===== config.mk =====
export PLATFORM = sky130hd
export DESIGN_NAME = pid_speed_controller
export DESIGN_NICKNAME = d
export VERILOG_FILES = /design/src/design/psc_pkg.sv /design/src/design/psc_div.sv /design/src/design/psc_ctrl.sv /design/src/design/psc_dp.sv /design/src/design/pid_speed_controller.sv
export SDC_FILE = /design/constraint.sdc
export NUM_CORES = 2
export LEC_CHECK = 0
export BUFFER_PORTS_ARGS = -buffer_cell sky130_fd_sc_hd__buf_2
export CAP_MARGIN = 40
export CORE_UTILIZATION = 35
export CTS_CLUSTER_SIZE = 8
export DETAILED_ROUTE_END_ITERATION = 6
export GPL_ROUTABILITY_DRIVEN = 0
export SYNTH_ARGS = -nofsm -noshare
export SYNTH_HDL_FRONTEND = slang
export SYNTH_SLANG_ARGS = --single-unit
export TNS_END_PERCENT = 1

===== constraint.sdc =====
create_clock -name i_clk -period 13.45 [get_ports i_clk]
set_input_delay 2.69 -clock i_clk [delete_from_list [all_inputs] [get_ports i_clk]]
set_output_delay 2.69 -clock i_clk [all_outputs]
set_load 0.05 [all_outputs]

===== src/design/psc_pkg.sv =====
package psc_pkg;

    localparam int IN_W    = 16;
    localparam int MS_W    = 16;
    localparam int GAIN_W  = 16;
    localparam int CFG_W   = 16;
    localparam int ERR_W   = IN_W + 1;
    localparam int DIFF_W  = ERR_W + 1;
    localparam int ACC_W   = 27;
    localparam int MA_W    = 28;
    localparam int MB_W    = 17;
    localparam int PROD_W  = MA_W + MB_W;
    localparam int DRV_W   = 9;

    localparam int DRIVE_LIMIT_DEF = 255;
    localparam int MS_PER_S        = 1000;
    localparam int SUM_SHIFT       = 12;

    localparam int CFG_IDX_W = 3;
    localparam logic [CFG_IDX_W-1:0] CFG_PROP_GAIN  = 3'd0;
    localparam logic [CFG_IDX_W-1:0] CFG_INTEG_GAIN = 3'd1;
    localparam logic [CFG_IDX_W-1:0] CFG_DERIV_GAIN = 3'd2;
    localparam logic [CFG_IDX_W-1:0] CFG_INTEG_LIM  = 3'd3;
    localparam logic [CFG_IDX_W-1:0] CFG_JUMP_THR   = 3'd4;

    localparam logic [CFG_W-1:0] PROP_GAIN_RST  = 16'd256;
    localparam logic [CFG_W-1:0] INTEG_GAIN_RST = 16'd0;
    localparam logic [CFG_W-1:0] DERIV_GAIN_RST = 16'd0;
    localparam logic [CFG_W-1:0] INTEG_LIM_RST  = 16'd1600;
    localparam logic [CFG_W-1:0] JUMP_THR_RST   = 16'd160;

    typedef enum logic [2:0] {
        MUL_LIM  = 3'd0,
        MUL_EMS  = 3'd1,
        MUL_DIFF = 3'd2,
        MUL_IG   = 3'd3,
        MUL_PG   = 3'd4,
        MUL_DG   = 3'd5
    } t_mul_sel;

    typedef struct packed {
        logic     load_in;
        logic     check;
        logic     mul_en;
        t_mul_sel mul_sel;
        logic     lim_load;
        logic     acc_update;
        logic     div_start;
        logic     div_by_ms;
        logic     deriv_load;
        logic     sum_load;
        logic     sum_add_prod;
        logic     sum_add_quo;
        logic     finish;
        logic     out_load;
    } t_cmd;

    typedef struct packed {
        logic first_eff;
        logic ms_zero;
        logic div_busy;
    } t_sts;

endpackage


===== src/design/psc_div.sv =====
module psc_div #(
    parameter int N_W = psc_pkg::PROD_W,
    parameter int D_W = psc_pkg::MS_W
) (
    input  logic                  i_clk,
    input  logic                  i_rst_n,
    input  logic                  i_start,
    input  logic signed [N_W-1:0] i_num,
    input  logic        [D_W-1:0] i_den,
    output logic                  o_busy,
    output logic signed [N_W-1:0] o_quo
);

    localparam int M_W   = N_W - 1;
    localparam int STEPS = (M_W + 1) / 2;
    localparam int Q_W   = 2 * STEPS;
    localparam int C_W   = $clog2(STEPS + 1);

    logic [D_W-1:0] r_rem, n_rem;
    logic [Q_W-1:0] r_quo, n_quo;
    logic [D_W-1:0] r_den;
    logic           r_neg;
    logic [C_W-1:0] r_cnt;
    logic           r_busy;

    logic [N_W-1:0] num_mag;
    logic [N_W-1:0] quo_ext;

    assign num_mag = i_num[N_W-1] ? N_W'(-i_num) : N_W'(i_num);

    always_comb begin
        logic [D_W:0] t;
        n_rem = r_rem;
        n_quo = r_quo;
        for (int k = 0; k < 2; k++) begin
            t     = {n_rem, n_quo[Q_W-1]};
            n_quo = {n_quo[Q_W-2:0], 1'b0};
            if (t >= {1'b0, r_den}) begin
                t        = t - {1'b0, r_den};
                n_quo[0] = 1'b1;
            end
            n_rem = t[D_W-1:0];
        end
    end

    always_ff @(posedge i_clk) begin
        if (!i_rst_n) begin
            r_busy <= 1'b0;
            r_cnt  <= '0;
        end else if (i_start) begin
            r_busy <= 1'b1;
            r_cnt  <= C_W'(STEPS);
        end else if (r_busy) begin
            r_cnt <= r_cnt - 1'b1;
            if (r_cnt == C_W'(1)) begin
                r_busy <= 1'b0;
            end
        end
    end

    always_ff @(posedge i_clk) begin
        if (i_start) begin
            r_rem <= '0;
            r_quo <= Q_W'(num_mag[M_W-1:0]);
            r_den <= i_den;
            r_neg <= i_num[N_W-1];
        end else if (r_busy) begin
            r_rem <= n_rem;
            r_quo <= n_quo;
        end
    end

    assign quo_ext = {1'b0, r_quo[M_W-1:0]};
    assign o_quo   = r_neg ? $signed(-quo_ext) : $signed(quo_ext);
    assign o_busy  = r_busy;

endmodule


===== src/design/psc_ctrl.sv =====
module psc_ctrl (
    input  logic           i_clk,
    input  logic           i_rst_n,
    input  logic           i_in_valid,
    output logic           o_in_ready,
    output logic           o_out_valid,
    input  logic           i_out_ready,
    input  psc_pkg::t_sts  i_sts,
    output psc_pkg::t_cmd  o_cmd
);

    typedef enum logic [12:0] {
        S_IDLE   = 13'b0000000000001,
        S_CHECK  = 13'b0000000000010,
        S_MLIM   = 13'b0000000000100,
        S_MEMS   = 13'b0000000001000,
        S_ACC    = 13'b0000000010000,
        S_DSTART = 13'b0000000100000,
        S_DWAIT  = 13'b0000001000000,
        S_ISTART = 13'b0000010000000,
        S_PSUM   = 13'b0000100000000,
        S_DSUM   = 13'b0001000000000,
        S_IWAIT  = 13'b0010000000000,
        S_FIN    = 13'b0100000000000,
        S_EMIT   = 13'b1000000000000
    } t_state;

    t_state r_state, n_state;
    logic   r_out_valid, n_out_valid;
    psc_pkg::t_cmd cmd;

    always_comb begin
        n_state = r_state;
        cmd     = '0;
        case (r_state)
            S_IDLE: begin
                if (i_in_valid) begin
                    cmd.load_in = 1'b1;
                    n_state     = S_CHECK;
                end
            end
            S_CHECK: begin
                cmd.check = 1'b1;
                if (i_sts.first_eff || i_sts.ms_zero) begin
                    n_state = S_EMIT;
                end else begin
                    n_state = S_MLIM;
                end
            end
            S_MLIM: begin
                cmd.mul_en  = 1'b1;
                cmd.mul_sel = psc_pkg::MUL_LIM;
                n_state     = S_MEMS;
            end
            S_MEMS: begin
                cmd.mul_en   = 1'b1;
                cmd.mul_sel  = psc_pkg::MUL_EMS;
                cmd.lim_load = 1'b1;
                n_state      = S_ACC;
            end
            S_ACC: begin
                cmd.acc_update = 1'b1;
                cmd.mul_en     = 1'b1;
                cmd.mul_sel    = psc_pkg::MUL_DIFF;
                n_state        = S_DSTART;
            end
            S_DSTART: begin
                cmd.div_start = 1'b1;
                cmd.div_by_ms = 1'b1;
                cmd.mul_en    = 1'b1;
                cmd.mul_sel   = psc_pkg::MUL_IG;
                n_state       = S_DWAIT;
            end
            S_DWAIT: begin
                if (!i_sts.div_busy) begin
                    cmd.deriv_load = 1'b1;
                    n_state        = S_ISTART;
                end
            end
            S_ISTART: begin
                cmd.div_start = 1'b1;
                cmd.mul_en    = 1'b1;
                cmd.mul_sel   = psc_pkg::MUL_PG;
                n_state       = S_PSUM;
            end
            S_PSUM: begin
                cmd.sum_load = 1'b1;
                cmd.mul_en   = 1'b1;
                cmd.mul_sel  = psc_pkg::MUL_DG;
                n_state      = S_DSUM;
            end
            S_DSUM: begin
                cmd.sum_add_prod = 1'b1;
                n_state          = S_IWAIT;
            end
            S_IWAIT: begin
                if (!i_sts.div_busy) begin
                    cmd.sum_add_quo = 1'b1;
                    n_state         = S_FIN;
                end
            end
            S_FIN: begin
                cmd.finish = 1'b1;
                n_state    = S_EMIT;
            end
            S_EMIT: begin
                if (!r_out_valid || i_out_ready) begin
                    cmd.out_load = 1'b1;
                    n_state      = S_IDLE;
                end
            end
            default: begin
                n_state = S_IDLE;
            end
        endcase
    end

    always_comb begin
        n_out_valid = r_out_valid;
        if (cmd.out_load) begin
            n_out_valid = 1'b1;
        end else if (i_out_ready) begin
            n_out_valid = 1'b0;
        end
    end

    always_ff @(posedge i_clk) begin
        if (!i_rst_n) begin
            r_state     <= S_IDLE;
            r_out_valid <= 1'b0;
        end else begin
            r_state     <= n_state;
            r_out_valid <= n_out_valid;
        end
    end

    assign o_in_ready  = (r_state == S_IDLE);
    assign o_out_valid = r_out_valid;
    assign o_cmd       = cmd;

endmodule


===== src/design/psc_dp.sv =====
module psc_dp #(
    parameter int DRIVE_LIMIT = psc_pkg::DRIVE_LIMIT_DEF
) (
    input  logic                                  i_clk,
    input  logic                                  i_rst_n,
    input  logic                                  i_cfg_we,
    input  logic        [psc_pkg::CFG_IDX_W-1:0]  i_cfg_idx,
    input  logic        [psc_pkg::CFG_W-1:0]      i_cfg_data,
    input  logic signed [psc_pkg::IN_W-1:0]       i_measured_rpm,
    input  logic signed [psc_pkg::IN_W-1:0]       i_target_rpm,
    input  logic        [psc_pkg::MS_W-1:0]       i_elapsed_ms,
    input  psc_pkg::t_cmd                         i_cmd,
    output psc_pkg::t_sts                         o_sts,
    output logic signed [psc_pkg::DRV_W-1:0]      o_drive
);

    localparam int IN_W   = psc_pkg::IN_W;
    localparam int ERR_W  = psc_pkg::ERR_W;
    localparam int DIFF_W = psc_pkg::DIFF_W;
    localparam int ACC_W  = psc_pkg::ACC_W;
    localparam int MA_W   = psc_pkg::MA_W;
    localparam int MB_W   = psc_pkg::MB_W;
    localparam int PROD_W = psc_pkg::PROD_W;
    localparam int DRV_W  = psc_pkg::DRV_W;
    localparam int GAIN_W = psc_pkg::GAIN_W;
    localparam int MS_W   = psc_pkg::MS_W;
    localparam int ASUM_W = ACC_W + 7;
    localparam logic signed [PROD_W-1:0] LIMIT_S   = PROD_W'(DRIVE_LIMIT);
    localparam logic signed [PROD_W-1:0] ROUND_ADJ =
        PROD_W'((1 << psc_pkg::SUM_SHIFT) - 1);

    logic signed [GAIN_W-1:0] r_prop_gain, r_integ_gain, r_deriv_gain;
    logic        [GAIN_W-1:0] r_integ_lim, r_jump_thr;

    logic signed [IN_W-1:0]   r_meas, r_targ, r_held;
    logic        [MS_W-1:0]   r_ms;
    logic signed [ERR_W-1:0]  r_err, r_prev_err;
    logic signed [ACC_W-1:0]  r_acc, r_lim;
    logic                     r_first;
    logic signed [MA_W-1:0]   r_deriv;
    logic signed [PROD_W-1:0] r_prod, r_sum;
    logic signed [DRV_W-1:0]  r_prev_drive, r_result, r_drive_out;

    logic signed [ERR_W-1:0]  jdiff, err;
    logic        [ERR_W-1:0]  jabs;
    logic                     jump;
    logic signed [DIFF_W-1:0] ediff;
    logic signed [MA_W-1:0]   ma;
    logic signed [MB_W-1:0]   mb;
    logic signed [PROD_W-1:0] mprod;
    logic signed [ASUM_W-1:0] asum, alim;
    logic signed [ACC_W-1:0]  acc_clamped;
    logic signed [PROD_W-1:0] adj, shifted, sat;
    logic signed [PROD_W-1:0] w_quo;
    logic        [MS_W-1:0]   div_den;
    logic                     div_busy;

    always_ff @(posedge i_clk) begin
        if (!i_rst_n) begin
            r_prop_gain  <= psc_pkg::PROP_GAIN_RST;
            r_integ_gain <= psc_pkg::INTEG_GAIN_RST;
            r_deriv_gain <= psc_pkg::DERIV_GAIN_RST;
            r_integ_lim  <= psc_pkg::INTEG_LIM_RST;
            r_jump_thr   <= psc_pkg::JUMP_THR_RST;
        end else if (i_cfg_we) begin
            case (i_cfg_idx)
                psc_pkg::CFG_PROP_GAIN:  r_prop_gain  <= i_cfg_data;
                psc_pkg::CFG_INTEG_GAIN: r_integ_gain <= i_cfg_data;
                psc_pkg::CFG_DERIV_GAIN: r_deriv_gain <= i_cfg_data;
                psc_pkg::CFG_INTEG_LIM:  r_integ_lim  <= i_cfg_data;
                psc_pkg::CFG_JUMP_THR:   r_jump_thr   <= i_cfg_data;
                default: ;
            endcase
        end
    end

    assign jdiff = ERR_W'(r_targ) - ERR_W'(r_held);
    assign jabs  = jdiff[ERR_W-1] ? ERR_W'(-jdiff) : ERR_W'(jdiff);
    assign jump  = jabs > {1'b0, r_jump_thr};
    assign err   = ERR_W'(r_targ) - ERR_W'(r_meas);
    assign ediff = DIFF_W'(r_err) - DIFF_W'(r_prev_err);

    assign o_sts.first_eff = r_first | jump;
    assign o_sts.ms_zero   = (r_ms == '0);
    assign o_sts.div_busy  = div_busy;

    always_comb begin
        case (i_cmd.mul_sel)
            psc_pkg::MUL_LIM: begin
                ma = $signed(MA_W'(r_integ_lim));
                mb = MB_W'(psc_pkg::MS_PER_S);
            end
            psc_pkg::MUL_EMS: begin
                ma = MA_W'(r_err);
                mb = $signed({1'b0, r_ms});
            end
            psc_pkg::MUL_DIFF: begin
                ma = MA_W'(ediff);
                mb = MB_W'(psc_pkg::MS_PER_S);
            end
            psc_pkg::MUL_IG: begin
                ma = MA_W'(r_acc);
                mb = MB_W'(r_integ_gain);
            end
            psc_pkg::MUL_PG: begin
                ma = MA_W'(r_err);
                mb = MB_W'(r_prop_gain);
            end
            psc_pkg::MUL_DG: begin
                ma = r_deriv;
                mb = MB_W'(r_deriv_gain);
            end
            default: begin
                ma = '0;
                mb = '0;
            end
        endcase
    end

    assign mprod = ma * mb;

    always_comb begin
        asum = ASUM_W'(r_acc) + $signed(r_prod[ASUM_W-1:0]);
        alim = ASUM_W'(r_lim);
        if (asum > alim) begin
            acc_clamped = r_lim;
        end else if (asum < -alim) begin
            acc_clamped = -r_lim;
        end else begin
            acc_clamped = ACC_W'(asum);
        end
    end

    always_comb begin
        adj     = r_sum + (r_sum[PROD_W-1] ? ROUND_ADJ : '0);
        shifted = adj >>> psc_pkg::SUM_SHIFT;
        if (shifted > LIMIT_S) begin
            sat = LIMIT_S;
        end else if (shifted < -LIMIT_S) begin
            sat = -LIMIT_S;
        end else begin
            sat = shifted;
        end
    end

    assign div_den = i_cmd.div_by_ms ? r_ms : MS_W'(psc_pkg::MS_PER_S);

    psc_div #(
        .N_W (PROD_W),
        .D_W (MS_W)
    ) u_div (
        .i_clk   (i_clk),
        .i_rst_n (i_rst_n),
        .i_start (i_cmd.div_start),
        .i_num   (r_prod),
        .i_den   (div_den),
        .o_busy  (div_busy),
        .o_quo   (w_quo)
    );

    always_ff @(posedge i_clk) begin
        if (!i_rst_n) begin
            r_acc        <= '0;
            r_prev_err   <= '0;
            r_held       <= '0;
            r_first      <= 1'b1;
            r_prev_drive <= '0;
        end else begin
            if (i_cmd.check) begin
                r_held <= r_targ;
                if (r_first || jump) begin
                    r_prev_err <= err;
                    r_first    <= 1'b0;
                    if (jump) begin
                        r_acc <= '0;
                    end
                end
            end
            if (i_cmd.acc_update) begin
                r_acc <= acc_clamped;
            end
            if (i_cmd.finish) begin
                r_prev_err   <= r_err;
                r_prev_drive <= sat[DRV_W-1:0];
            end
        end
    end

    always_ff @(posedge i_clk) begin
        if (i_cmd.load_in) begin
            r_meas <= i_measured_rpm;
            r_targ <= i_target_rpm;
            r_ms   <= i_elapsed_ms;
        end
        if (i_cmd.check) begin
            r_err <= err;
            if (r_first || jump) begin
                r_result <= '0;
            end else begin
                r_result <= r_prev_drive;
            end
        end
        if (i_cmd.mul_en) begin
            r_prod <= mprod;
        end
        if (i_cmd.lim_load) begin
            r_lim <= $signed(r_prod[ACC_W-1:0]);
        end
        if (i_cmd.deriv_load) begin
            r_deriv <= $signed(w_quo[MA_W-1:0]);
        end
        if (i_cmd.sum_load) begin
            r_sum <= r_prod;
        end else if (i_cmd.sum_add_prod) begin
            r_sum <= r_sum + r_prod;
        end else if (i_cmd.sum_add_quo) begin
            r_sum <= r_sum + w_quo;
        end
        if (i_cmd.finish) begin
            r_result <= sat[DRV_W-1:0];
        end
        if (i_cmd.out_load) begin
            r_drive_out <= r_result;
        end
    end

    assign o_drive = r_drive_out;

endmodule


===== src/design/pid_speed_controller.sv =====
// Channel   Direction  Handshake                 Payload
// request   in         i_in_valid / o_in_ready   i_measured_rpm, i_target_rpm, i_elapsed_ms
// result    out        o_out_valid / i_out_ready o_drive
// config    in         i_cfg_we                  i_cfg_idx, i_cfg_data
//
// One request at a time. A first sample after a clear or a target jump, or a zero elapsed
// time, skips the arithmetic and goes straight to the output stage; a full update makes two
// passes of the shared radix-4 divider and uses the shared multiplier.
// Synchronous active-low reset clears the controller state and loads register defaults.
// A stalled result holds in the output register; a new request is taken meanwhile and
// its result waits until the output register frees.
module pid_speed_controller #(
    parameter int DRIVE_LIMIT = psc_pkg::DRIVE_LIMIT_DEF
) (
    input  logic                                  i_clk,
    input  logic                                  i_rst_n,
    input  logic                                  i_in_valid,
    output logic                                  o_in_ready,
    input  logic signed [psc_pkg::IN_W-1:0]       i_measured_rpm,
    input  logic signed [psc_pkg::IN_W-1:0]       i_target_rpm,
    input  logic        [psc_pkg::MS_W-1:0]       i_elapsed_ms,
    output logic                                  o_out_valid,
    input  logic                                  i_out_ready,
    output logic signed [psc_pkg::DRV_W-1:0]      o_drive,
    input  logic                                  i_cfg_we,
    input  logic        [psc_pkg::CFG_IDX_W-1:0]  i_cfg_idx,
    input  logic        [psc_pkg::CFG_W-1:0]      i_cfg_data
);

    psc_pkg::t_cmd cmd;
    psc_pkg::t_sts sts;

    psc_ctrl u_ctrl (
        .i_clk       (i_clk),
        .i_rst_n     (i_rst_n),
        .i_in_valid  (i_in_valid),
        .o_in_ready  (o_in_ready),
        .o_out_valid (o_out_valid),
        .i_out_ready (i_out_ready),
        .i_sts       (sts),
        .o_cmd       (cmd)
    );

    psc_dp #(
        .DRIVE_LIMIT (DRIVE_LIMIT)
    ) u_dp (
        .i_clk          (i_clk),
        .i_rst_n        (i_rst_n),
        .i_cfg_we       (i_cfg_we),
        .i_cfg_idx      (i_cfg_idx),
        .i_cfg_data     (i_cfg_data),
        .i_measured_rpm (i_measured_rpm),
        .i_target_rpm   (i_target_rpm),
        .i_elapsed_ms   (i_elapsed_ms),
        .i_cmd          (cmd),
        .o_sts          (sts),
        .o_drive        (o_drive)
    );

endmodule


== After elaboration in Yosys (flattened, before gate mapping) ==
Cells that the tools add are included.
Widths: inputs -> output; s select.
Word-level totals
  flip-flop bits (word level): 475
  input port bits: 72
  output and inout port bits: 11
Operators by class
  $add $sub $neg: 15
  multiply operators: 1
  $lt $le $gt $ge: 7
  eq/ne operators: 27
  mux-type cells: 58
  bitwise operators: 2
  reduce and logical (&&, ||, !) cells: 28
Operators by type and width (count)
  $mux 45: 4
  $pmux 13 s13: 1
  $mux 27: 6
  $pmux 28 s5: 1
  $mux 44: 3
  $add 45x45->45: 2
  $pmux 17 s5: 1
  $mux 17: 4
  $mux 13: 5
  $add 45x12->45: 1
  $mul 28x17->45: 1
  $mux 9: 5
  $neg 44->45: 1
  $neg 44->44: 1
  $add 27x34->34: 1
  $ge 17x16->1: 2
  $gt 34x27->1: 1
  $lt 34x34->1: 1
  $neg 27->34: 1
  $sub 16x16->17: 2
  $gt 33x9->1 const B: 1
  $lt 33x9->1 const B: 1
  $mux 16: 2
  $sub 16x16->16: 2
  40 further kinds: 88

== Logic depth before layout (Yosys ltp) ==
  depth after elaboration: 8
  depth in mapped cells: 38
  depth with buffers taken out: 37

== Cells and area by module ==
Synthesis repeated with hierarchy kept, for this count alone.
Second synthesis, totals
  cells, all modules: 5567
  area, all modules: 49618.8 µm²
Modules (own cells, without submodules)
  psc_dp: times used 1, cells an instance 4676, area each 41837.6 µm²
  psc_div: times used 1, cells an instance 772, area each 6809.0 µm²
  psc_ctrl: times used 1, cells an instance 119, area each 972.2 µm²

== Worst setup path after synthesis ==
OpenSTA, ideal clock, no wires.
  path type: register to register
  from: register u_ctrl.r_state[2]
  to: register u_dp.r_prod[44] (data pin)
  library setup time: 271 ps
  data arrival time: 9285 ps
  data required time: 13179 ps
  path slack: 3894 ps
  cell stages (with the launch flop): 31
  path buffers: 3
  clock period less this slack: 9556 ps
  path through: dfxtp_1 -> nor4_1 -> nand3_1 -> or3_1 -> nor3b_2 -> clkbuf_1 -> buf_1 -> a221o_1 -> clkbuf_1 -> nand2_1 -> fa_1 -> inv_1 -> fa_1 -> fa_1 -> fa_1 -> fa_1 -> inv_1 -> fa_1 -> inv_1 -> ha_1 -> a21o_1 -> a21oi_1 -> o21ai_0 -> a311oi_1 -> nand3_1 -> and2_1 -> a41o_1 -> o41ai_1 -> nor2_1 -> a2111oi_0 -> xnor2_1
On the way
  cells in the longest elaborated chain, start to end: 6
  elaborated cells between the ends (all ways): 18
  those cells by class: mul (1); eq/ne (11); mux (3); reduce/logical (3)
Ends and longest elaborated chain
  from (decl): RTL line psc_ctrl.sv:28  | t_state r_state, n_state;
  from (signal assigned): RTL line psc_ctrl.sv:132  | r_state <= n_state;
  $eq 13x9->1, or another cell as far along: RTL line psc_ctrl.sv:35  | case (r_state)
  $pmux 4 s6 *: RTL line psc_ctrl.sv:35
  $eq 3x1->1, or another cell as far along: RTL line psc_dp.sv:88  | case (i_cmd.mul_sel)
  $reduce_or 2->1 (no source line)
  $pmux 28 s5 or $pmux 17 s5 (tied branches): RTL line psc_dp.sv:88
  $mul 28x17->45 *: RTL line psc_dp.sv:120  | assign mprod = ma * mb;
  named net u_dp.mprod[44]: RTL line psc_dp.sv:50  | logic signed [PROD_W-1:0] mprod;
  to (signal assigned): RTL line psc_dp.sv:204  | r_prod <= mprod;
  to (decl): RTL line psc_dp.sv:41  | logic signed [PROD_W-1:0] r_prod, r_sum;
The timed path passes the listed nets; every way through them passes the cells marked *.
A chain may end at the register's enable or synchronous reset.

== Worst setup path after layout ==
  from: register u_ctrl.r_state[4]
  to: register u_dp.r_prod[44] (data pin)
The elaborated chain is that of the path after synthesis.

==> impl.org <==
** Floorplanning
- Measured along the y axis, the die boundary spans 376 um.
- Effective utilization at floorplan :: 0.355
- Die area :: 142000 sq um
- The region available for standard cell placement spans 138000 sq um.
- 83 I/O pins were placed.
- The initialized floorplan defines 136 standard-cell rows.
- Die Wd :: 376 um

** Clock network
- Post-cts sizing count :: 0
- Clock sinks :: 475
- The number of setup buffers added after CTS is 0.
- In this run, CTS created clock tree buffers numbering 70.
- Skew-Pair Late Insertion Delay :: between 600 and 700 ps
- The H-tree was split into 3 levels.
- The tree is rooted in a clkbuf_16.
- The clock passes through at most 3 buffers.
- TritonCTS clock tree :: built
- Clock-pin slew was measured on the worst setup and hold paths at 60 ps.
- After clock tree synthesis, the flow added hold-fix buffers numbering 0.

** Power
- The share of total power dissipated in the clock network is 0.395.
- For this design the ratio of total power to cell area is a little under 80 nW/um^2.
- The share of total power dissipated in combinational logic is 0.225.
- Reported leakage power :: approximately 24 nW
- Of the total power, the share spent switching nets is 0.306.
- VDD sags by at most ~0.086 mV.
- Of the total power, registers draw 0.380.
- Cell internal power was estimated by the tool at 2.98 mW.
- Net Sw Power :: 1.31 mW

** Logic synthesis
- The synthesized netlist contains 100 unique library cells.
- Prevailing post-synth register cell :: edfxtp_1
- Synthesis produced a netlist whose cell count is 5491.
- In the post-synthesis netlist, the biggest area contributors are fa_1 19%, edfxtp_1 18%, ha_1 9.3%, dfxtp_1 7.6%, inv_1 5.3%.
- Counting every net in the synthesized netlist gives 6396.
- Number of flip-flops and latches in the synthesized netlist :: roughly 480
- The synthesized netlist occupies a cell area of 49000 sq um.
- The commonest cells after synthesis are 693 x inv_1, 693 x nand2_1, 521 x nor2_1.
- Cell type with the largest total area after synthesis :: fa_1
- Average cell area after synthesis :: 8.93 sq um
- Synth Warn # :: 0
- The share of the Yosys chip area taken by registers is 0.253.
- Ys async rst share :: 0
- The share of synthesized area in the top cell type comes to 0.191.
- Count of flip-flops with a built-in enable after synthesis :: roughly 290

** STA
- Final max-slew violation count :: 0
- In the finished design, the share of the clock period the worst path needs comes to 0.801.
- At the pin with the least slew margin, the transition time is 1170 ps.
- Adding up every negative setup slack in the final design gives 0 ps.
- Measured against its own limit, the worst slew margin works out to 0.219.
- Worst hold-check slack :: 405 ps
- Based on the critical path, the design can be clocked at up to around 93 MHz.
- Setup violation total in the final timing report :: 0
- The routed design could run at a clock period as short as 10770 ps.
- The number of hold-slack violations in the final timing report came to 0.
- Setup repair after global routing left no endpoint under its margin.
- Between clock sinks in the finished design, the worst skew comes to 36.7 ps.

** Detailed routing
- 1st-pass router iterations :: 6
- Initial drt markers :: roughly 3.5k
- DRC violations left :: 0
- The count of nets left with antenna violations once routing finished came out at 0.
- Total Routed Length :: 150000 um
- After detailed routing, the number of vias per cell comes to 5.39.
- In the final routed layout, each cell accounts on average for 20.1 um.
- Across all layers, the routed design uses 40.1k vias.

** Worst hold path
- Source of the worst hold timing path :: u_dp.r_result[0]
- The worst hold path belongs to the class flip-flop to flip-flop.
- Counting instances, the worst hold path has a depth of 0.
- The path with the worst hold slack has its endpoint at u_dp.o_drive[0].

** Critical path
- The worst register-to-register path has a setup slack of around 2700 ps.
- Crit path launch type :: flip-flop
- Critical path arrival :: 11110 ps
- The number of buffers and inverters on the critical path is 5.
- Length in cells of the worst reg-to-reg path :: 32
- Of all nets on the critical path, the largest fanout is 38.
- Critical-path cell with the highest stage delay :: fa_1
- Max incr delay on CP :: ~550 ps
- In this design, the critical path's most frequently occurring cell is fa_1.
- The endpoint identified for the worst register-to-register timing path is u_dp.r_prod[44].
- In this run the critical register-to-register path is launched from u_ctrl.r_state[4].
- Worst EP required :: about 14000 ps
- Worst setup path class :: flip-flop to flip-flop
- In this design, the largest share of critical-path delay is due to adder cells.
- Crit path capture type :: flip-flop

** Global route
- Initial antenna violation count :: 1
- Global-route wire length before repair :: 232000 um
- Largest net degree at the start of global routing :: 87
- Grt total ovfl :: 0
- Global router's overall resource usage :: 0.211
- Number of global-route vias before repair :: between 30k and 40k

** Job
- The tool flagged a number of max-cap violations equal to 0.

** Final layout
- After the last flow step, the layout net total stands at between 6k and 7k.
- Compared with the post-synthesis result, the final layout area differs by 10.1%.
- Of the cells placed in the final design, the portion with a size suffix greater than 1 is 0.0672.
- The repair_antennas step left the layout with diodes totalling 0.
- Final design instance area without fill :: 54000 sq um
- The filler cells instantiated in the layout total around 14k.

** Place
- Summed over all nets, the half-perimeter wirelength after detailed placement is 117000 um.
- Port-buffer cells :: 82
- After detailed placement, the total cell area comes to 51900 sq um.

** Outcome
- Run status :: finished, final reports clean
[kinds of logic after synthesis]
group	synth area share
multiplexers	0.0194
AND/OR/NAND/NOR	0.165
buffers and inverters	0.0697
AO/OA/AOI/OAI	0.154
XOR/XNOR	0.0556
adder cells (fa/ha/maj)	0.284
flip-flops	0.253
[worst max-delay path by stage]
stage	start	endpoint	slack [ps]	cells past startpoint
after global placement	u_ctrl.r_state[1]	u_dp.r_prod[44]	3090	33
after global routing	u_ctrl.r_state[4]	u_dp.r_prod[44]	2150	33
after floorplan	u_ctrl.r_state[2]	u_dp.r_prod[44]	3890	30
final	u_ctrl.r_state[4]	u_dp.r_prod[44]	2680	32
after CTS	u_ctrl.r_state[1]	u_dp.r_prod[44]	2870	32
after detailed placement	u_ctrl.r_state[1]	u_dp.r_prod[44]	2920	32
[cells in the final DEF, fill, tap and decap left out, types with 45 or more instances in the layout]
cell type,Yosys,final
xor2_1,124,124
buf_2,23,82
a21o_1,125,125
nor3_1,76,76
nand4_1,49,49
xnor2_1,187,187
dfxtp_1,186,186
o21a_1,47,47
nand3_1,87,87
nand2_1,693,692
fa_1,468,468
edfxtp_1,289,289
a21oi_1,225,223
mux2i_1,48,48
inv_1,693,692
o21ai_0,241,240
clkbuf_16,0,70
nor2b_1,45,45
ha_1,365,365
nand2b_1,57,57
nor2_1,521,520
a21boi_0,100,100
buf_4,2,79
[stage by stage]
stage	util	power [mW]	worst slack, ps	cells
final	0.391	4.29	2680	7440
after global routing	0.391	4.49	2150	7440
after CTS	0.391	4.32	2870	7438
after detailed placement	0.376	2.60	2920	7320
after global placement	0.374	2.58	3090	7303
after floorplan	-	2.36	3890	5491
[state kept, by name, indices dropped and copies added (netlist names), 17 cells and up]
name              cells
u_dp.r_err           17
u_dp.r_acc           27
u_dp.r_prod          45
u_dp.r_lim           27
u_dp.r_sum           45
u_dp.r_prev_err      17
u_dp.u_div.r_quo     44
u_dp.r_deriv         28
[cell type report]
cell class / instances / area (sq um) / share of cell area
Tap cell: 1863 / 2330 / 0.0432
Timing Repair Buffer: 170 / 1140 / 0.0212
Clock buffer: 110 / 1920 / 0.0356
Multi-Input combinational cell: 4118 / 33400 / 0.619
Clock inverter: 8 / 164 / 0.00304
Sequential cell: 475 / 12400 / 0.230
Inverter: 696 / 2610 / 0.0484
[per-layer routing]
layer / GRT usage / up-vias / wire (um)
li1: - / 18700 / -
met1: 0.302 / 19700 / 68100
met2: 0.324 / 1483 / 64900
met3: 0.0356 / 216 / 12500
met4: 0.0602 / 0 / 4140
met5: 0 / - / 0
[power groups by stage]
stage                     clock (mW)  combinational [mW]  sequential [mW]
after global placement             0               0.925             1.66
after detailed placement           0               0.946             1.66
after floorplan                    0               0.717             1.64
after CTS                       1.73               0.953             1.63
final                           1.69               0.965             1.63
after global routing            1.78                1.07             1.63
Note: power is estimated with default switching activity, not from simulation.
